===== src/rtl/srp_pkg.sv =====
// Shared constants, codes and types for the skyline rectangle packer.
`timescale 1ns / 1ps
package srp_pkg;

  localparam int MAX_BIN_WIDTH = 1024;
  localparam int ADDR_W = $clog2(MAX_BIN_WIDTH);
  localparam int CNT_W = ADDR_W + 1;
  localparam int SUM_W = CNT_W + 1;
  localparam int H_W = 11;

  localparam logic OP_CLEAR = 1'b0;
  localparam logic OP_PLACE = 1'b1;

  localparam logic REG_BIN_WIDTH = 1'b0;
  localparam logic REG_BIN_HEIGHT = 1'b1;

  typedef enum logic [3:0] {
    ST_CLEAR,
    ST_IDLE,
    ST_FWD,
    ST_TURN,
    ST_BWD,
    ST_DRAIN,
    ST_DECIDE,
    ST_WRITE,
    ST_RESULT
  } srp_state_t;

  // Control travelling alongside one memory read, registered at the issue so it lines up with the read data.
  typedef struct packed {
    logic              start;
    logic              fwd_v;
    logic              fwd_first;
    logic              bwd_v;
    logic              bwd_blkend;
    logic              bwd_win;
    logic [ADDR_W-1:0] col;
  } srp_ctrl_t;

endpackage


===== src/rtl/srp_search.sv =====
// Window-maximum search: block prefix maxima forward, suffix maxima backward, running minimum.
`timescale 1ns / 1ps
module srp_search
  import srp_pkg::*;
(
  input  logic              clk,
  input  logic              rst,
  input  srp_ctrl_t         ctrl,
  input  logic [H_W-1:0]    h,
  input  logic [H_W-1:0]    p,
  output logic [H_W-1:0]    prefix,
  output logic              found,
  output logic [H_W-1:0]    best,
  output logic [ADDR_W-1:0] best_x
);

  logic [H_W-1:0] prefix_q;
  logic [H_W-1:0] suffix_q;
  logic [H_W-1:0] suffix;
  logic [H_W-1:0] win_max;
  logic           take;

  always_comb begin
    prefix  = (ctrl.fwd_first || h > prefix_q) ? h : prefix_q;
    suffix  = (ctrl.bwd_blkend || h > suffix_q) ? h : suffix_q;
    win_max = (p > suffix) ? p : suffix;
    // scanning right to left, so <= keeps the leftmost window on ties
    take    = ctrl.bwd_v && ctrl.bwd_win && (!found || win_max <= best);
  end

  always_ff @(posedge clk) begin
    if (ctrl.fwd_v) begin
      prefix_q <= prefix;
    end
    if (ctrl.bwd_v) begin
      suffix_q <= suffix;
    end
    if (take) begin
      best   <= win_max;
      best_x <= ctrl.col;
    end
  end

  always_ff @(posedge clk) begin
    if (rst) begin
      found <= 1'b0;
    end else if (ctrl.start) begin
      found <= 1'b0;
    end else if (take) begin
      found <= 1'b1;
    end
  end

endmodule


===== config.mk =====
export PLATFORM = sky130hd
export DESIGN_NAME = srp_search
export DESIGN_NICKNAME = d
export VERILOG_FILES = /design/src/rtl/srp_pkg.sv /design/src/rtl/srp_search.sv
export SDC_FILE = /design/constraint.sdc
export NUM_CORES = 1
export LEC_CHECK = 0
export BUFFER_PORTS_ARGS = -buffer_cell sky130_fd_sc_hd__buf_2
export CORE_MARGIN = 2
export CORE_UTILIZATION = 38
export DETAILED_ROUTE_END_ITERATION = 8
export MAX_ROUTING_LAYER = met4
export PLACE_DENSITY = 0.65
export SYNTH_ARGS = -nofsm -noshare
export SYNTH_HDL_FRONTEND = slang
export SYNTH_SLANG_ARGS = --single-unit
export TNS_END_PERCENT = 1

===== constraint.sdc =====
create_clock -name clk -period 7.05 [get_ports clk]
set_input_delay 0.3525 -clock clk [delete_from_list [all_inputs] [get_ports clk]]
set_output_delay 0.3525 -clock clk [all_outputs]
set_load 0.05 [all_outputs]

### Word-level counts from Yosys, hierarchy flattened

Cells that the tools add are included.

| storage, ports and cells | value |
|---|---|
| register bits after elaboration | 44 |
| input port bits | 40 |
| output and inout port bits | 33 |
| logic and storage cells | 19 |

| operators by class | value |
|---|---|
| order comparisons | 4 |
| mux-type cells | 3 |
| reductions and logical operators | 7 |

Operators with widths:

| cell | count |
|---|---|
| 11-bit greater-than comparator | 3 |
| 11-bit 2-to-1 mux | 3 |
| 11-bit less-or-equal comparator | 1 |
| 1-bit logical OR | 3 |
| 1-bit logical AND | 2 |
| 2-bit OR reduction | 1 |
| 1-bit zero test | 1 |

### Depth between registers and ports, before layout

Gate-level depths: netlist of the first run.

| logic depth | value |
|---|---|
| depth after elaboration | 8 |
| depth in mapped cells | 25 |
| depth with buffers taken out | 25 |

### Worst setup path after synthesis of the first run

Ideal clock, no wire load.

| timing | value |
|---|---|
| path kind | input -> register |
| start | in h[7] |
| end | reg best[0], enable pin |
| library setup time | 0.428 ns |
| arrival time | 6.646 ns |
| required time | 6.622 ns |
| setup slack | -0.024 ns |
| stages | 24 |
| buffers on the path | 0 |
| cells stage by stage | ha_1 and4_1 and3_4 a21oi_1 nand2_1 a21oi_2 mux2_2 inv_1 ha_1 a21o_1 a211oi_2 a22oi_1 nand3_1 o311ai_4 a311oi_4 mux2_2 ha_1 nor2b_1 o21a_1 o21a_1 o21a_1 o21ai_0 a211oi_1 o21ai_0 |

| between the ends | value |
|---|---|
| word-level cells in the longest chain between the ends | 8 |

RTL lines:

| item | line | source |
|---|---|---|
| start: declaration | srp_search.sv:9 | `input logic [H_W-1:0] h,` |
| 11-bit greater-than comparator | srp_search.sv:25 | `suffix = (ctrl.bwd_blkend \|\| h > suffix_q) ? h : suffix_q;` |
| 1-bit logical OR | srp_search.sv:25 |  |
| 11-bit 2-to-1 mux | srp_search.sv:25 |  |
| net suffix[9] | srp_search.sv:19 | `logic [H_W-1:0] suffix;` |
| 11-bit greater-than comparator | srp_search.sv:26 | `win_max = (p > suffix) ? p : suffix;` |
| 11-bit 2-to-1 mux | srp_search.sv:26 |  |
| net win_max[1] | srp_search.sv:20 | `logic [H_W-1:0] win_max;` |
| 11-bit less-or-equal comparator | srp_search.sv:28 | `take = ctrl.bwd_v && ctrl.bwd_win && (!found \|\| win_max <= best);` |
| 1-bit logical OR | srp_search.sv:28 |  |
| 1-bit logical AND | srp_search.sv:28 |  |
| net take | srp_search.sv:21 | `logic take;` |
| end signal: assignment | srp_search.sv:39 | `best <= win_max;` |
| end: declaration | srp_search.sv:13 | `output logic [H_W-1:0] best,` |

The timed path passes the listed nets, and every way through them passes these cells.
A chain may end at the register's enable or synchronous reset.

### Worst setup path after layout of the first run

| timing | value |
|---|---|
| start | reg suffix_q[4] |
| end | reg best[6], enable pin |

| between the ends | value |
|---|---|
| word-level cells in the longest chain between the ends | 8 |

RTL lines:

| item | line | source |
|---|---|---|
| start: declaration | srp_search.sv:18 | `logic [H_W-1:0] suffix_q;` |
| start signal: assignment | srp_search.sv:36 | `suffix_q <= suffix;` |
| 11-bit greater-than comparator | srp_search.sv:25 |  |
| 1-bit logical OR | srp_search.sv:25 |  |
| 11-bit 2-to-1 mux | srp_search.sv:25 |  |
| net suffix[9] | srp_search.sv:19 |  |
| 11-bit greater-than comparator | srp_search.sv:26 |  |
| 11-bit 2-to-1 mux | srp_search.sv:26 |  |
| net win_max[1] | srp_search.sv:20 |  |
| 11-bit less-or-equal comparator | srp_search.sv:28 |  |
| 1-bit logical OR | srp_search.sv:28 |  |
| 1-bit logical AND | srp_search.sv:28 |  |
| net take | srp_search.sv:21 |  |

The timed path passes the listed nets, and every way through them passes these cells.

==> impl_results.md, run 1 <==
- Row cnt: 32
- Commonest cells after routing, fill and taps aside: 72 x buf_2, 44 x inv_1, 43 x ha_1, 43 x edfxtp_1, 32 x mux2_2
- Post-DP HPWL: about 5300 µm
- Crit path kind: flop to flop
- Area Growth Syn to Fin: 20.8%
- Final setup margin: 766 ps
- First-pass GRT wire length: around 11000 µm
- Worst setup EP type: flop
- Synth Warn #: 0
- Total grt overflow: 0
- Fmax: 0.159 GHz
- Pwr dens: 251 nW/µm²
- Clk Tree Root Cell: clkbuf_8
- Chip width: 93.2 µm
- Top-area cell type share of the netlist area: 0.427
- Chip Height: 93.2 µm
- Leak Pwr: 0.00169 µW
- Initial antenna violation count: 0
- Vias: around 2300
- Final Hold Fails: 0
- Reg2reg start: suffix_q[4]
- Clk buf depth: 2
- Met2 routed WL: 3060 µm
- Mean Syn Cell Area: between 10 and 15 µm²
- Final #Nets: 425
- # diodes: 0
- WHS: approximately 210 ps
- Seq/Total Area, Yosys: 0.434
- Core area: 7730 µm²
- Worst Path Arrival: between 6000 and 7000 ps
- Commonest non-fill, non-tap cell in the layout: buf_2
- Most area-consuming cells after synthesis: edfxtp_1 43%, ha_1 18%, mux2_2 12%
- Final Cycle Share: 0.891
- Post-CTS setup buffer count: 0
- Max-slew violation count: 0
- RSZ-0062 raised after global routing: false
- Worst R2R Setup Slack: 770 ps
- Final setup fails: 0
- DR pass1 iterations: 4
- Post-route minimum period: roughly 6300 ps
- TritonCTS clock tree: yes
- Fillers: roughly 710
- Slowest cell delay on critical path: between 400 and 500 ps
- Routability cong.: 0.822
- Vias per inst: 5.06
- Slew headroom: 0.597
- Peak supply drop: roughly 0.18 mV
- Slowest CP cell: a21oi_2
- Hold Path Sink: found
- Mapped Nets: 344
- Clk sink count: 44
- Dpl ws: just over 600 ps
- Metal-1 WL: 2890 µm
- Req. time, crit path: 7060 ps
- Mapped cell area: 3020 µm²
- Pin count of the biggest net entering global routing: 18
- Clk_lat worst skew: approximately 300 ps
- Hold depth: 2
- Initial Util: 0.391
- Post-layout util: 0.472
- Synth Instances: 261
- Reg2reg path depth: 26
- Met3 wire length: between 300 and 400 µm
- # H-tree levels: 2
- Max cap viols: 0
- ANT nets after route: 0
- CP Max Fanout: 17
- Drt total wl: about 6400 µm
- Number of global-route vias before repair: 2314
- Origin of the worst min-delay path: rst
- Min-delay worst type: primary input to flop
- Cts-stage hold buffer count: 0
- Reg-to-reg endpoint: best[6]
- Port buffer count: a little over 70
- Gr usage total: 0.157
- Tightest Pin Transition: between 600 and 700 ps
- Yosys reg bits: 44
- CP Launch Type: flop
- Avg WL per Cell: 14.3 µm
- Synth unique cells: 37
- Setup TNS: 0 ps
- Clock slew at reported path FFs: roughly 90 ps
- Clock skew: approximately 9.6 ps
- Buf/Inv on CP: 3
- Uppermost layer routed: met4
- CTS-repair resized insts: 0
- Drt drc: 0
- CTS Buf Count: 5
- Share of layout cells above drive strength 1: 0.359
- Largest area contributor in the netlist: edfxtp_1
- Initial DRC Count: between 100 and 150
- Run status: finished clean
- Die area: around 8700 µm²
- Io pins: 73
- Overall Power: about 920 µW
- Worst path top cell family by delay: compound AO/OA/AOI/OAI gates
==> sequential cells by signal, summed over array words and instances (netlist names) <==
signal / cells
suffix_q: 11
best_x: 10
found: 1
best: 11
prefix_q: 11
==> metal layers <==
metal,track usage,up-vias
met4,0.0331,0
li1,-,1126
met5,-,-
met3,0.0435,4
met2,0.264,72
met1,0.191,1048
==> final cells by class <==
class | instances | area [µm²] | share of cell area
clock inverters | 3 | 37.5 | 0.0103
clock buffers | 5 | 68.8 | 0.0188
well taps | 102 | 128 | 0.0350
inverters | 44 | 165 | 0.0452
multi-input cells | 172 | 1550 | 0.423
flip-flops and latches | 44 | 1310 | 0.359
repair buffers | 75 | 395 | 0.108
==> worst register-to-register path: cells and delay by family, from the launching register on <==
family | cells | cell delay (ps)
AO/OA/AOI/OAI | 15 | 3240
multiplexers | 2 | 820
adder cells (fa/ha/maj) | 3 | 760
AND/OR/NAND/NOR | 3 | 440
flip-flops | 1 | 400
buffers and inverters | 3 | 330
==> cells by family after synthesis <==
logic type                 synth area share
AOI/OAI and AO/OA                     0.132
buffers and inverters                0.0563
DFF                                   0.434
adders and majority gates             0.178
and+or+nand+nor                      0.0774
muxes                                 0.123
==> synthesized netlist by cell type (all sizes together) <==
| cell type | count |
|---|---|
| inv | 44 |
| edfxtp | 43 |
| ha | 43 |
| mux2 | 32 |
| a21oi | 14 |
| o21ai | 11 |
| nand2 | 9 |
| nor2 | 8 |
| o21a | 7 |
| nand4 | 6 |
| a211oi | 4 |
| a21o | 4 |
| nand3 | 4 |
| nor2b | 4 |
| o211ai | 4 |
| and3 | 3 |
| nor3 | 3 |
| nand2b | 2 |
| nand3b | 2 |
| a211o | 1 |
| a221oi | 1 |
| a22oi | 1 |
| a311oi | 1 |
| a31oi | 1 |
| and4 | 1 |
| buf | 1 |
| dfxtp | 1 |
| mux2i | 1 |
| o2111ai | 1 |
| o211a | 1 |
| o311ai | 1 |
| o31ai | 1 |
| or4 | 1 |
==> power breakdown <==
part / switching, µW / total, µW / internal [µW]
combinational: 242 / 384 / 142
sequential: 12.1 / 342 / 330
clock: 86.9 / 190 / 103
total: 341 / 916 / 575
==> worst max path at each step <==
stage | to | cells past startpoint | start
finish | best[6] | 26 | suffix_q[4]
global placement | best[8] | 26 | h[7]
detailed placement | best_x[3] | 26 | h[7]
CTS | best[8] | 26 | suffix_q[4]
global route | best[5] | 26 | suffix_q[4]
floorplan | best[0] | 24 | h[7]
==> per-stage QoR <==
step / instances / cell area [µm²]
after global routing: 445 / 3650
after CTS: 445 / 3650
after global placement: 437 / 3540
final: 445 / 3650
after floorplan: 261 / 3020
after detailed placement: 437 / 3540
No activity file was read; power rests on OpenSTA's default activity.
==> run 2: changes to the inputs <==
Settings changed: ABC_AREA set to 1, HOLD_SLACK_MARGIN set to 0.02, SKIP_CTS_REPAIR_TIMING set to 1.
==> run 2 against run 1 <==
Compared with the run above: synthesized cell count grew 31%; flip-flop and latch count is the same; first-iteration DRC count down 10%; die area is 1.7% higher; clock power grew 7%; core utilization decreased by 0.20 points; total power is 8.2% lower; critical path type unchanged; highest routed layer unchanged.
==> impl_results.md, run 2 <==
- Fillers: 776
- Share of layout cells above drive strength 1: 0.281
- Gr usage total: 0.161
- Commonest non-fill, non-tap cell in the layout: nand2_1
- Mux contribution to synthesized area: 0
- # diodes: 0
- TritonCTS clock tree: yes
- Post-DP Area: roughly 3500 µm²
- Synth Flop Type: edfxtp_1
- Slowest CP cell: nand4_1
- Req. time, crit path: about 7100 ps
- Post-DP HPWL: about 5500 µm
- Run status: finished clean
- Setup TNS: 0 ps
- Mean Syn Cell Area: between 9 and 10 µm²
- Post-synth top cells: 83 x nand2_1, 61 x inv_1, 43 x edfxtp_1, 43 x ha_1, 17 x a21oi_1
- Asr flop ratio synth: 0
- CP Max Fanout: 22
- Worst setup EP type: flop
- Post-route minimum period: between 5000 and 6000 ps
- Clk_lat worst skew: 300 ps
- Number of flops mapped to enable cells by yosys: 43
- Clk sink count: 44
- Port buffer count: a little over 70
- Routability cong.: between 0.8 and 0.9
- Synth Instances: roughly 340
- Final Hold Fails: 0
- First-pass GRT wire length: around 11000 µm
- Initial DRC Count: 96
- Slowest cell delay on critical path: about 590 ps
- ANT nets after route: 0
- Fraction of the mapped netlist area in adder cells: 0.175
- Total grt overflow: 0
- Overall Power: 841 µW
- Die area: approximately 9000 µm²
- Hold depth: 1
- Slew headroom: 0.506
- Synth Warn #: 0
- Final Cycle Share: 0.725
- Mapped Nets: 424
- Reg2reg path depth: 27
- Initial antenna violation count: 0
- Vias: roughly 2500
- Commonest cells after routing, fill and taps aside: 83 x nand2_1, 72 x buf_2, 61 x inv_1
- Seq/Total Area, Yosys: 0.426
- Synth Area in Compound Gates: 0.0871
- Most area-consuming cells after synthesis: edfxtp_1 42%, ha_1 17%, nand2_1 10%
- Yosys reg bits: 44
- Vias per inst: 4.80
- Crit path depth: 27
- RSZ-0062 raised after global routing: false
- DR pass1 iterations: 4
- Worst Path Arrival: 5110 ps
- Clk Tree Root Cell: clkbuf_8
- Clock slew at reported path FFs: 90 ps
- Drt drc: 0
- Peak supply drop: about 0.093 mV
- Mapped cell area: 3080 µm²
- CTS Buf Count: 5
- Regs by FF count: best: 11 flops, prefix_q: 11 flops, suffix_q: 11 flops
- Chip Height: about 94 µm
- Pwr dens: 230 nW/µm²
- Largest family of logic cells by synthesized area: simple AND/OR/NAND/NOR gates
- Worst path top cell family by delay: simple AND/OR/NAND/NOR gates
- CP Launch Type: flop
- Area Growth Syn to Fin: 18.8%
- Largest area contributor in the netlist: edfxtp_1
- Top-count cell post-synth: nand2_1
- Top-area cell type share of the netlist area: 0.420
- Clk buf depth: 2
- Initial Util: 0.396
- CP dominant cell by count: nand2_1
- Number of global-route vias before repair: 2415
- Xor/xnor cell area share of the yosys netlist: 0
- Io pins: 73
- Post-synthesis simple-gate area fraction: 0.214
- Buf/Inv on CP: 4
- Synth unique cells: 30
- Min-delay worst type: primary input to flop
- Avg WL per Cell: roughly 13 µm
- Drt total wl: about 6700 µm
- Leak Pwr: ~0.0019 µW
- Max cap viols: 0
- Core area: roughly 8000 µm²
- Max-slew violation count: 0
- # H-tree levels: 2
- Tightest Pin Transition: between 700 and 800 ps
- Clock skew: roughly 9 ps
- Crit path kind: flop to flop
- Final setup fails: 0
- Final setup margin: just under 2000 ps
- Design area: about 3700 µm²
- Fmax: 0.196 GHz
- Pin count of the biggest net entering global routing: 23
- Final #Nets: roughly 500
- Row cnt: 32
- Dpl ws: between 1500 and 2000 ps
- Chip width: ~94 µm
-- run 2: worst paths after layout --
path / start / endpoint / slack, ps
min reg2reg: found / found / 580
max: suffix_q[10] / best[6] / 1940
min: ctrl[6] / best_x[6] / 220
max reg2reg: suffix_q[10] / best[6] / 1940
-- run 2: cells by family (layout without fill, tap and decap cells) --
| group | Yosys count | count (layout) |
|---|---|---|
| buffers and inverters | 76 | 151 |
| adder cells (fa/ha/maj) | 43 | 43 |
| AO/OA/AOI/OAI | 50 | 50 |
| flip-flops | 44 | 44 |
| AND/OR/NAND/NOR | 128 | 128 |
-- run 2: area by class of cell --
| type | instances | area (µm²) | share of cell area |
|---|---|---|---|
| clock buffers | 5 | 68.8 | 0.0188 |
| clock inverters | 3 | 46.3 | 0.0127 |
| inverters | 70 | 263 | 0.0719 |
| multi-input cells | 221 | 1470 | 0.402 |
| flip-flops and latches | 44 | 1310 | 0.359 |
| well taps | 102 | 128 | 0.0349 |
| repair buffers | 73 | 368 | 0.101 |
-- run 2: metrics by stage --
step,std cells,hold slack [ps],utilization
2_1_floorplan,341,451,-
3_3_place_gp,510,530,0.456
3_5_place_dp,510,533,0.456
4_1_cts,518,214,0.471
5_1_grt,518,208,0.471
6_report,518,219,0.471
-- run 2: layer usage --
metal	wire [µm]	GRT usage	up-vias	part of all wire
met5	0	-	-	0
met4	77	0.0399	0	0.011
met3	293	0.0257	8	0.044
met2	3170	0.271	66	0.47
li1	-	-	1283	-
met1	3170	0.203	1129	0.47
-- run 2: worst reg2reg max path, delay by kind of cell (launching register included) --
kind | cells | cell delay [ps]
AO/OA/AOI/OAI | 5 | 780
adder cells (fa/ha/maj) | 3 | 850
buffers and inverters | 4 | 520
flip-flops | 1 | 380
AND/OR/NAND/NOR | 15 | 2280
-- run 2: power by group --
group          switching [µW]  total (µW)  internal, µW
Sequential               9.17         329           320
Clock                    96.1         203           107
Combinational             216         309          93.2
Total                     322         841           520
