### src/rtl/srp_ram.sv
// Generic single-port-write, single-port-read RAM with registered read data.
`timescale 1ns / 1ps
module srp_ram #(
  parameter int WIDTH = 8,
  parameter int DEPTH = 16
) (
  input  logic                     clk,
  input  logic                     we,
  input  logic [$clog2(DEPTH)-1:0] waddr,
  input  logic [WIDTH-1:0]         wdata,
  input  logic [$clog2(DEPTH)-1:0] raddr,
  output logic [WIDTH-1:0]         rdata
);

  logic [WIDTH-1:0] mem [DEPTH];

  always_ff @(posedge clk) begin
    if (we) begin
      mem[waddr] <= wdata;
    end
    rdata <= mem[raddr];
  end

endmodule

### config.mk
export PLATFORM = sky130hd
export DESIGN_NAME = srp_ram
export DESIGN_NICKNAME = d
export VERILOG_FILES = /design/src/rtl/srp_ram.sv
export SDC_FILE = /design/constraint.sdc
export NUM_CORES = 1
export LEC_CHECK = 0
export ABC_AREA = 1
export BUFFER_PORTS_ARGS = -buffer_cell sky130_fd_sc_hd__buf_4
export CORE_MARGIN = 3
export CORE_UTILIZATION = 50
export DETAILED_ROUTE_END_ITERATION = 10
export PLACE_DENSITY = 0.77
export SLEW_MARGIN = 20
export SYNTH_ARGS = -nofsm -noshare
export SYNTH_HDL_FRONTEND = slang
export SYNTH_SLANG_ARGS = --single-unit
### constraint.sdc
create_clock -name clk -period 2.2 [get_ports clk]
set_clock_uncertainty 0.15 [all_clocks]
set_input_delay 0.11 -clock clk [delete_from_list [all_inputs] [get_ports clk]]
set_output_delay 0.11 -clock clk [all_outputs]
set_load 0.05 [all_outputs]
After elaboration in Yosys (flattened, before gate mapping)
Memory sizes are Yosys's and may differ from the RTL's. A register that Yosys moved wholly into a read port is not among the register bits.
Index checks and enable logic that the tools add are counted.

word-level totals
  register bits = 0
  latch bits = 0
  RAM bits = 128
  memory bits (read-only) = 0
  bits of input ports = 18
  output and inout bits = 8
  word-level logic and storage cells = 3
  memories = 1

memories
  name  words  width  read ports  clocked after Yosys merged registers in  write ports  line  RTL
  mem   16     8      1           1                                        1            15    logic [WIDTH-1:0] mem [DEPTH];

cells by class
  add/sub/neg operators = 0
  $mul = 0
  divide/modulo/power cells = 0
  order comparisons = 0
  equality and inequality tests = 0
  shifts and indexed selects = 0
  muxes and demuxes = 2
  bitwise gates (word level) = 0
  reduce and logical (&&, ||, !) cells = 0

operators with widths
  kind    number
  $mux 1  2

Longest topological paths before layout
Gate-level depths: netlist (run 1).

  depth in word-level cells = 2
  depth in mapped cells = 8
  mapped depth without buffers = 7

Worst setup path before layout (run 1)
OpenSTA, ideal clock, no wires.

  path type = input to register
  from = in waddr[2]
  to = mem mem[10][0] (enable)
  setup time = 0.370 ns
  arrival = 0.691 ns
  required time = 1.680 ns
  setup slack = 0.989 ns
  stages = 2
  path buffers = 0
  cell sequence = nand3b_1 -> nor2_1

RTL lines
  what                line  RTL
  start: declaration  9     input logic [$clog2(DEPTH)-1:0] waddr,
  end: declaration    15

No word-level cell before the write port.

==> summary.txt, run 1 <==
worst-margin pin slew -> 816.3 ps
largest net degree at the start of global routing -> 65
H-tree levels -> 4
largest family of logic cells by synthesized area -> simple AND/OR/NAND/NOR gates
Post-DP Area -> 0.006021 mm2
post-DR wirelength/cell -> 17.65 um
most frequent cell after synthesis -> nand2_1
Hold WC Path Type -> input pin to flop
IO Port Bufs -> 25
CTS tree -> built
Tmin final -> 1607 ps
first-pass GRT wire length -> 20650 um
cells after synthesis -> 551
Placed Instances -> 698
Seq pwr share -> 45.8%
layout cells sized above 1 -> 10.50%
Pwr per Cell Area -> 942.5 mW/mm2
Post-CTS Resized -> 0
total of max-cap violations -> 0
Die Ht -> 113.4 um
Synth Area in Simple Gates -> 21.05%
Post-synth EDFFs -> 128
Place WS -> 528.7 ps
Final Hold Vio Count -> 0
Max Slew Vio Count -> 0
crit end category -> flop
Pleak -> 2.924 nW
Layout area overhead -> 17.21%
CP dominant cell by count -> nand3_1
sequential share of the synthesized area -> 69.43%
Synth async-reset ratio -> 0%
Max Clock Freq -> 0.6224 GHz
mux cell area share after synthesis -> 0%
Clock Latency Late Sink -> 410 ps
Final Non-Filler Cells -> 740
Post-Synth Adder-Cell Area -> 0%
initial antenna violation count -> 0
post-synthesis xor/xnor area fraction -> 0%
Core Footprint -> 0.01103 mm2
Psw -> 1.364 mW
Worst Setup Slack, final -> 593.4 ps
Startpoint Class -> input pin
clock power share -> 47.4%
run status -> completed
Final Cell Area -> 0.006759 mm2
worst relative slew slack -> 45.38%
Yosys top cell by area -> edfxtp_1
number of nets with antenna violations after routing -> 0
Antenna Cells -> 0
Routed WL -> 13060 um
crit-path max cell delay -> 540 ps
syn nets -> 569
Post-synth top cells -> nand2_1, edfxtp_1, inv_1
layout net count -> 605
Initial Utilization -> 52.28%
Sw Ratio -> 21.41%
CTS sink count -> 136
DR pass1 iterations -> 5
top fanout value on the critical path -> 17
final period utilization -> 73.03%
Synth Cell Area -> 0.005767 mm2
DP HPWL -> 7855 um
DR DRC count -> 0
Max clock buf depth -> 2
dominant cells by area after synthesis -> edfxtp_1, nand2_1, nand3_1
VDD IR max -> 0.0007436 V
#FFs+latches synth -> 136
Setup CP Type -> input pin to flop
# setup viols final -> 0
# rows -> 38
Synth Area in Compound Gates -> 0%
Logic pwr share -> 6.8%
CTS Buf Count -> 17
GRT Overall Usage -> 21.59%
via count -> 3896
IO Pins -> 26
Tot Pwr -> 6.370 mW
RSZ-0062 raised after global routing -> false
Iter 0 DRT Violations -> 333
Data required, critical path -> 2350 ps
syn avg cell area -> 10.47 um2
Die X -> 113.4 um
full die area -> 0.01286 mm2
number of global-route vias before repair -> 3832
CP max-delay cell -> dlygate4sd3_1
Avg Vias per Cell -> 5.265
ys flop type -> edfxtp_1
total grt overflow -> 0
Synth cell types -> 12
CP arrival -> 1760 ps
clock slew at reported path FFs -> 60 ps
Internal Power -> 5.006 mW
post-synth top area share -> 66.65%
Setup TNS Final -> 0 ps
CTS root buf -> clkbuf_16
routability-driven placement congestion ratio -> 0.8344
critical-path cell list -> dlygate4sd3_1 -> buf_4 -> inv_1 -> nand3_1 -> nand3_1 -> nand2_1
synth warn -> 0
==> state kept, by name, summed over array words and instances (netlist names) <==
| register | cells |
|---|---|
| mem | 128 |
| rdata | 8 |
==> metrics by stage <==
stage | hold slack (ps) | utilization, %
after CTS | 144.5 | 61.28
after global placement | 302.0 | 54.58
final | 165.6 | 61.28
after detailed placement | 310.4 | 54.58
after global routing | 204.0 | 61.28
after floorplan | 58.87 | -
==> worst paths after layout <==
path | cells after the start | end | start | slack (ps)
max | 6 | rdata[7] | raddr[2] | 590
min | 3 | mem[1][2] | we | 170
max reg2reg | 6 | rdata[5] | mem[9][5] | 970
min reg2reg | 6 | rdata[5] | mem[12][5] | 530
==> cells in the final DEF (no fill, tap or decap), types with 3 or more instances in the layout <==
| master | netlist | layout |
|---|---|---|
| dfxtp_1 | 8 | 8 |
| edfxtp_1 | 128 | 128 |
| bufinv_16 | 0 | 4 |
| inv_1 | 100 | 100 |
| clkbuf_16 | 0 | 17 |
| nand3_1 | 97 | 97 |
| clkbuf_8 | 0 | 3 |
| nand2_1 | 173 | 173 |
| dlygate4sd3_1 | 0 | 10 |
| nor2_1 | 17 | 17 |
| buf_4 | 4 | 30 |
==> power groups by stage <==
stage | Sequential, mW | Combinational, mW | Clock (mW)
2_1_floorplan | 3.02 | 0.204 | 0
3_3_place_gp | 2.97 | 0.407 | 0
3_5_place_dp | 2.97 | 0.417 | 0
5_1_grt | 2.92 | 0.474 | 3.17
6_report | 2.92 | 0.436 | 3.02
4_1_cts | 2.92 | 0.435 | 3.05
==> layer usage <==
metal	wire length, um	GRT usage [%]	up-vias
li1	-	-	1847
met1	5268	28.91	1837
met2	6474	34.44	195
met3	1098	5.252	17
met4	220	8.333	0
met5	0	0	-
==> area by class of cell <==
class,count,area (um2)
inverters,102,382.9
well taps,140,175.2
clock inverters,12,171.4
clock buffers,20,466.7
multi-input cells,289,1214
fillers,856,4272
flip-flops and latches,136,4004
repair buffers,41,345.3
==> kinds of logic (layout without fill, tap and decap cells) <==
logic type	Yosys count	count (layout)
buf+inv	126	175
flops	136	136
simple gates	289	289
==> timing repair <==
item	CTS	global route
hold endpoints to repair	136	0
setup buffers	0	0
hold buffers	10	0
==> worst max-delay path, delay by kind of cell <==
kind / cells / cell delay, ps
buf+inv: 3 / 1180
simple gates: 3 / 460
No activity file was read; power rests on OpenSTA's default activity.
==> inputs of run 2 (changes only) <==
clock period = 1.5 ns   (was 2.2 ns; I/O delays follow)
==> summary.txt, run 2 (synthesis gave the netlist of run 1 again) <==
CP max-delay cell -> dlygate4sd3_1 (unchanged)
worst hold path cell count -> 7 (was 3)
CTS tree -> built (unchanged)
Tmin final -> 1349 ps
Hold WC Path Type -> input pin to flop (unchanged)
total grt overflow -> 0 (unchanged)
final period utilization -> 89.93%
Final Cell Area -> 0.006888 mm2 (was 0.006759 mm2)
Avg Vias per Cell -> 5.137 (was 5.265)
layout cells sized above 1 -> 13.13% (was 10.50%)
VDD IR max -> 0.0006745 V (was 0.0007436 V)
Iter 0 DRT Violations -> 198 (was 333)
worst relative slew slack -> 75.29% (was 45.38%)
Worst Setup Slack, final -> 151.1 ps (was 593.4 ps)
Max Slew Vio Count -> 0 (unchanged)
DR DRC count -> 0 (unchanged)
H-tree levels -> 4 (unchanged)
layout net count -> 622 (was 605)
GRT Overall Usage -> 20.80% (was 21.59%)
Buf/Inv on CP -> 4 (was 3)
Layout area overhead -> 19.44% (was 17.21%)
DR pass1 iterations -> 4 (was 5)
RSZ-0062 raised after global routing -> false (unchanged)
Die Ht -> 113.4 um (unchanged)
worst-margin pin slew -> 370.6 ps (was 816.3 ps)
first-pass GRT wire length -> 19710 um (was 20650 um)
full die area -> 0.01286 mm2 (unchanged)
Pleak -> 3.008 nW (was 2.924 nW)
Pwr per Cell Area -> 1323 mW/mm2 (was 942.5 mW/mm2)
Max Clock Freq -> 0.7413 GHz
Placed Instances -> 715 (was 698)
Startpoint Class -> input pin (unchanged)
IO Port Bufs -> 25 (unchanged)
Top Registers -> mem x128, rdata x8 (unchanged)
number of nets with antenna violations after routing -> 0 (unchanged)
post-DR wirelength/cell -> 16.49 um (was 17.65 um)
most common cell after layout, fill and taps aside -> nand2_1 (unchanged)
Reg with most FFs -> mem (unchanged)
total of max-cap violations -> 0 (unchanged)
worst reg2reg path depth -> 6 (unchanged)
IO Pins -> 26 (unchanged)
Core Footprint -> 0.01103 mm2 (unchanged)
via count -> 3889 (was 3896)
Die X -> 113.4 um (unchanged)
Layout fillers -> 882 (was 856)
Place WS -> 231.6 ps (was 528.7 ps)
Final Hold Vio Count -> 0 (unchanged)
critical-path cell list -> dlygate4sd3_1 -> buf_4 -> inv_1 -> buf_4 -> nand3_1 -> nand3_1 -> nand2_1 (was dlygate4sd3_1 -> buf_4 -> inv_1 -> nand3_1 -> nand3_1 -> nand2_1)
Setup CP Type -> input pin to flop (unchanged)
Post-DP Area -> 0.006186 mm2 (was 0.006021 mm2)
Setup TNS Final -> 0 ps (unchanged)
Final Non-Filler Cells -> 757 (was 740)
Routed WL -> 12490 um (was 13060 um)
initial antenna violation count -> 0 (unchanged)
# setup viols final -> 0 (unchanged)
DP HPWL -> 7592 um (was 7855 um)
top fanout value on the critical path -> 17 (unchanged)
CTS Buf Count -> 17 (unchanged)
clock slew at reported path FFs -> 60 ps (about the same)
CP arrival -> 1500 ps (was 1760 ps)
Levels on crit path -> 7 (was 6)
CTS sink count -> 136 (unchanged)
largest net degree at the start of global routing -> 65 (unchanged)
run status -> completed (unchanged)
Antenna Cells -> 0 (unchanged)
max reg flops -> 128 (unchanged)
CP delay by family, top -> buffers and inverters (unchanged)
routability-driven placement congestion ratio -> 0.8600 (was 0.8344)
Clock Latency Late Sink -> 410 ps (about the same)
crit end category -> flop (unchanged)
crit-path max cell delay -> 530 ps (was 540 ps)
number of global-route vias before repair -> 3823 (was 3832)
most frequent cells in the layout -> nand2_1, edfxtp_1, inv_1, nand3_1, buf_4 (unchanged)
# rows -> 38 (unchanged)
# Post-CTS Setup Buffers -> 0 (unchanged)
Post-CTS Resized -> 0 (unchanged)
CTS root buf -> clkbuf_16 (unchanged)
Initial Utilization -> 52.28% (unchanged)
Data required, critical path -> 1650 ps (was 2350 ps)
Max clock buf depth -> 2 (unchanged)
==> run 2: changes by cell type in the layout (fill, tap and decap cells not counted), sizes merged <==
cell	previous run	this run
buf	31	48
bufinv	4	3
inv	103	106
clkbuf	20	18
clkinvlp	1	2
clkinv	6	5
==> run 2: repair_timing <==
item / in CTS / in global routing
endpoints found under the hold margin: 136 / 0
hold buffers: 10 / 0
endpoints found under the setup margin: 0 / 0
==> run 2: power by group <==
group / leakage (nW) / internal [mW] / switching (mW) / total [mW]
logic: 1.49 / 0.210 / 0.449 / 0.659
registers: 1.22 / 4.25 / 0.0248 / 4.27
clock network: 0.291 / 2.63 / 1.55 / 4.18
==> run 2: through the flow <==
stage          power [mW]  util [%]  hold slack (ps)
2_1_floorplan       4.735         -            23.87
5_1_grt             9.392     62.44            134.3
4_1_cts             9.146     62.44            96.14
3_5_place_dp        4.987     56.08            258.1
6_report            9.112     62.44            109.7
3_3_place_gp        4.970     56.08            251.4
==> run 2: worst reg2reg max path, cell delays in order, from the launching register on <==
cell and delay [ps]:
edfxtp_1 370, inv_1 60, nand2_1 50, nand3_1 90, nand3_1 120, nand3_1 160
nand2_1 70
==> run 2: path summary, 6_finish.rpt <==
kind | start | end | slack, ps
setup / recovery | raddr[2] | rdata[0] | 150
hold / removal | raddr[1] | rdata[5] | 110
hold reg to reg | mem[14][4] | rdata[4] | 510
setup reg to reg | mem[6][1] | rdata[1] | 320
==> run 2: layer usage <==
metal | track usage [%] | wire length, um
met1 | 25.43 | 4791
met5 | 0 | 0
met4 | 9.936 | 332
met3 | 6.207 | 1037
met2 | 34.04 | 6324
==> run 2: final cells by class <==
type / instances / area, um2 / area share [%]
Tap cell: 140 / 175.2 / 2.543
Multi-Input combinational cell: 289 / 1214 / 17.62
Sequential cell: 136 / 4004 / 58.13
Clock buffer: 18 / 429.2 / 6.231
Inverter: 102 / 382.9 / 5.559
Timing Repair Buffer: 58 / 510.5 / 7.411
Clock inverter: 14 / 172.7 / 2.507
==> inputs of run 3 (changes only) <==
CELL_PAD_IN_SITES_DETAIL_PLACEMENT = 0   (was not set)
CELL_PAD_IN_SITES_GLOBAL_PLACEMENT = 1   (was not set)
CORE_UTILIZATION = 49   (was 50)
PLACE_DENSITY = 0.89   (was 0.77)
==> summary.txt, run 3 (synthesis gave the netlist of run 1 again) <==
run status -> completed (unchanged)
layout cells sized above 1 -> 13.55% (was 13.13%)
Post-CTS Hold Buffers -> 10 (unchanged)
initial antenna violation count -> 0 (unchanged)
crit end category -> flop (unchanged)
Die X -> 114.5 um (was 113.4 um)
Max clock buf depth -> 2 (unchanged)
IO Pins -> 26 (unchanged)
Reg with most FFs -> mem (unchanged)
Buf/Inv on CP -> 4 (unchanged)
Data required, critical path -> 1650 ps (about the same)
Final Non-Filler Cells -> 760 (was 757)
Routed WL -> 12180 um (was 12490 um)
Logic pwr share -> 6.9% (was 7.2%)
DR DRC count -> 0 (unchanged)
hold_sp -> raddr[1] (unchanged)
Layout area overhead -> 20.33% (was 19.44%)
critical-path cell list -> dlygate4sd3_1 -> buf_4 -> inv_1 -> buf_4 -> nand3_1 -> nand3_1 -> nand2_1 (unchanged)
RSZ-0062 raised after global routing -> false (unchanged)
full die area -> 0.01311 mm2 (was 0.01286 mm2)
Top Layer Used -> met4 (unchanged)
DR pass1 iterations -> 4 (unchanged)
Avg Vias per Cell -> 5.007 (was 5.137)
clock slew at reported path FFs -> 50 ps (was 60 ps)
CP arrival -> 1480 ps (was 1500 ps)
DP HPWL -> 7247 um (was 7592 um)
top fanout value on the critical path -> 17 (unchanged)
Worst R2R Setup Slack -> 340 ps (was 320 ps)
Antenna Cells -> 0 (unchanged)
routability-driven placement congestion ratio -> 0.8268 (was 0.8600)
Worst Hold Endpoint -> rdata[0] (was rdata[5])
Final Hold Vio Count -> 0 (unchanged)
met3 wire length -> 735 um (was 1037 um)
Iter 0 DRT Violations -> 300 (was 198)
final period utilization -> 89.12% (was 89.93%)
Pleak -> 3.031 nW (was 3.008 nW)
worst-margin pin slew -> 313.0 ps (was 370.6 ps)
clock power share -> 46.9% (was 45.9%)
CTS Buf Count -> 17 (unchanged)
Post-CTS Resized -> 0 (unchanged)
total of max-cap violations -> 0 (unchanged)
Pwr per Cell Area -> 1335 mW/mm2 (was 1323 mW/mm2)
post-DR wirelength/cell -> 16.03 um (was 16.49 um)
Hold WC Path Type -> input pin to flop (unchanged)
Max Slew Vio Count -> 0 (unchanged)
number of nets with antenna violations after routing -> 0 (unchanged)
total grt overflow -> 0 (unchanged)
Seq pwr share -> 46.1% (was 46.9%)
largest net degree at the start of global routing -> 65 (unchanged)
H-tree levels -> 4 (unchanged)
Internal Power -> 7.321 mW (was 7.085 mW)
Setup CP Type -> input pin to flop (unchanged)
Tmin final -> 1337 ps (was 1349 ps)
Setup TNS Final -> 0 ps (unchanged)
Top Registers -> mem x128, rdata x8 (unchanged)
post-layout util -> 62.11% (was 62.44%)
GRT Overall Usage -> 19.61% (was 20.80%)
Placed Instances -> 718 (was 715)
Worst R2R Start -> mem[7][5] (was mem[6][1])
# rows -> 38 (unchanged)
max reg flops -> 128 (unchanged)
length of routed met2 wiring -> 6150 um (was 6324 um)
Max Clock Freq -> 0.7480 GHz (was 0.7413 GHz)
most frequent cells in the layout -> nand2_1, edfxtp_1, inv_1, nand3_1, buf_4 (unchanged)
worst relative slew slack -> 79.11% (was 75.29%)
CP max-delay cell -> dlygate4sd3_1 (unchanged)
CTS tree -> built (unchanged)
Levels on crit path -> 7 (unchanged)
Psw -> 1.945 mW (was 2.027 mW)
Layout fillers -> 836 (was 882)
# setup viols final -> 0 (unchanged)
Core Footprint -> 0.01117 mm2 (was 0.01103 mm2)
layout net count -> 625 (was 622)
Die Ht -> 114.5 um (was 113.4 um)
first-pass GRT wire length -> 19060 um (was 19710 um)
number of global-route vias before repair -> 3587 (was 3823)
CP delay by family, top -> buffers and inverters (unchanged)
CTS root buf -> clkbuf_16 (unchanged)
IO Port Bufs -> 25 (unchanged)
most common cell after layout, fill and taps aside -> nand2_1 (unchanged)
metal1 wirelength -> 5197 um (was 4791 um)
# Post-CTS Setup Buffers -> 0 (unchanged)
crit-path max cell delay -> 540 ps (was 530 ps)
VDD IR max -> 0.0007032 V (was 0.0006745 V)
Initial Utilization -> 51.61% (was 52.28%)
CTS sink count -> 136 (unchanged)
reg2reg end -> rdata[5] (was rdata[1])
Startpoint Class -> input pin (unchanged)
Clock Latency Late Sink -> 410 ps (about the same)
worst reg2reg path depth -> 6 (unchanged)
via count -> 3805 (was 3889)
worst hold path cell count -> 6 (was 7)
Tot Pwr -> 9.267 mW (was 9.112 mW)
Sw Ratio -> 20.99% (was 22.25%)
## run 3: changes by cell type in the layout (fill, tap and decap cells not counted)
cell,before,now
clkinv_4,2,1
bufinv_16,3,4
clkbuf_8,0,2
clkinvlp_4,2,4
buf_4,44,47
inv_6,4,0
## run 3: final cells by class
| cell class | count | area [um2] | area share, % |
|---|---|---|---|
| Sequential cell | 136 | 4004 | 57.70 |
| Inverter | 102 | 382.9 | 5.517 |
| Timing Repair Buffer | 61 | 533.0 | 7.681 |
| Clock buffer | 20 | 456.7 | 6.581 |
| Tap cell | 140 | 175.2 | 2.524 |
| Multi-Input combinational cell | 289 | 1214 | 17.49 |
| Clock inverter | 12 | 173.9 | 2.506 |
## run 3: through the flow
stage          setup WS (ps)  hold WS (ps)  area [um2]
6_report               163.1         86.65        6939
5_1_grt                93.00         124.6        6939
4_1_cts                181.5         82.45        6939
3_5_place_dp           211.3         244.8        6208
3_3_place_gp           225.1         235.2        6208
2_1_floorplan          324.2         23.87        5767
## run 3: tightest hold or removal path, cell delays in order
cell     delay (ps)
buf_4           100
buf_12          190
nand2_1          70
nand3_1          60
nand3_1          60
nand2_1          50
## run 3: worst max-delay path by stage
stage	from	slack (ps)	to
finish	raddr[2]	160	rdata[3]
global placement	raddr[0]	230	rdata[3]
global route	raddr[2]	90	rdata[5]
CTS	raddr[2]	180	rdata[3]
floorplan	waddr[2]	320	mem[10][0]
detailed placement	raddr[0]	210	rdata[7]
## run 3: power by group through the flow
| stage | Sequential (mW) | Clock, mW | Combinational (mW) |
|---|---|---|---|
| after floorplan | 4.44 | 0 | 0.300 |
| after detailed placement | 4.35 | 0 | 0.621 |
| final | 4.28 | 4.35 | 0.644 |
| after global placement | 4.35 | 0 | 0.608 |
| after global routing | 4.28 | 4.56 | 0.709 |
| after CTS | 4.28 | 4.40 | 0.647 |
## run 3: per-layer routing
metal  global-route usage (%)  vias up
met5                        0        -
met4                    6.413        0
met3                    5.180        8
met2                    31.82      113
met1                    25.81     1798
li1                         -     1886
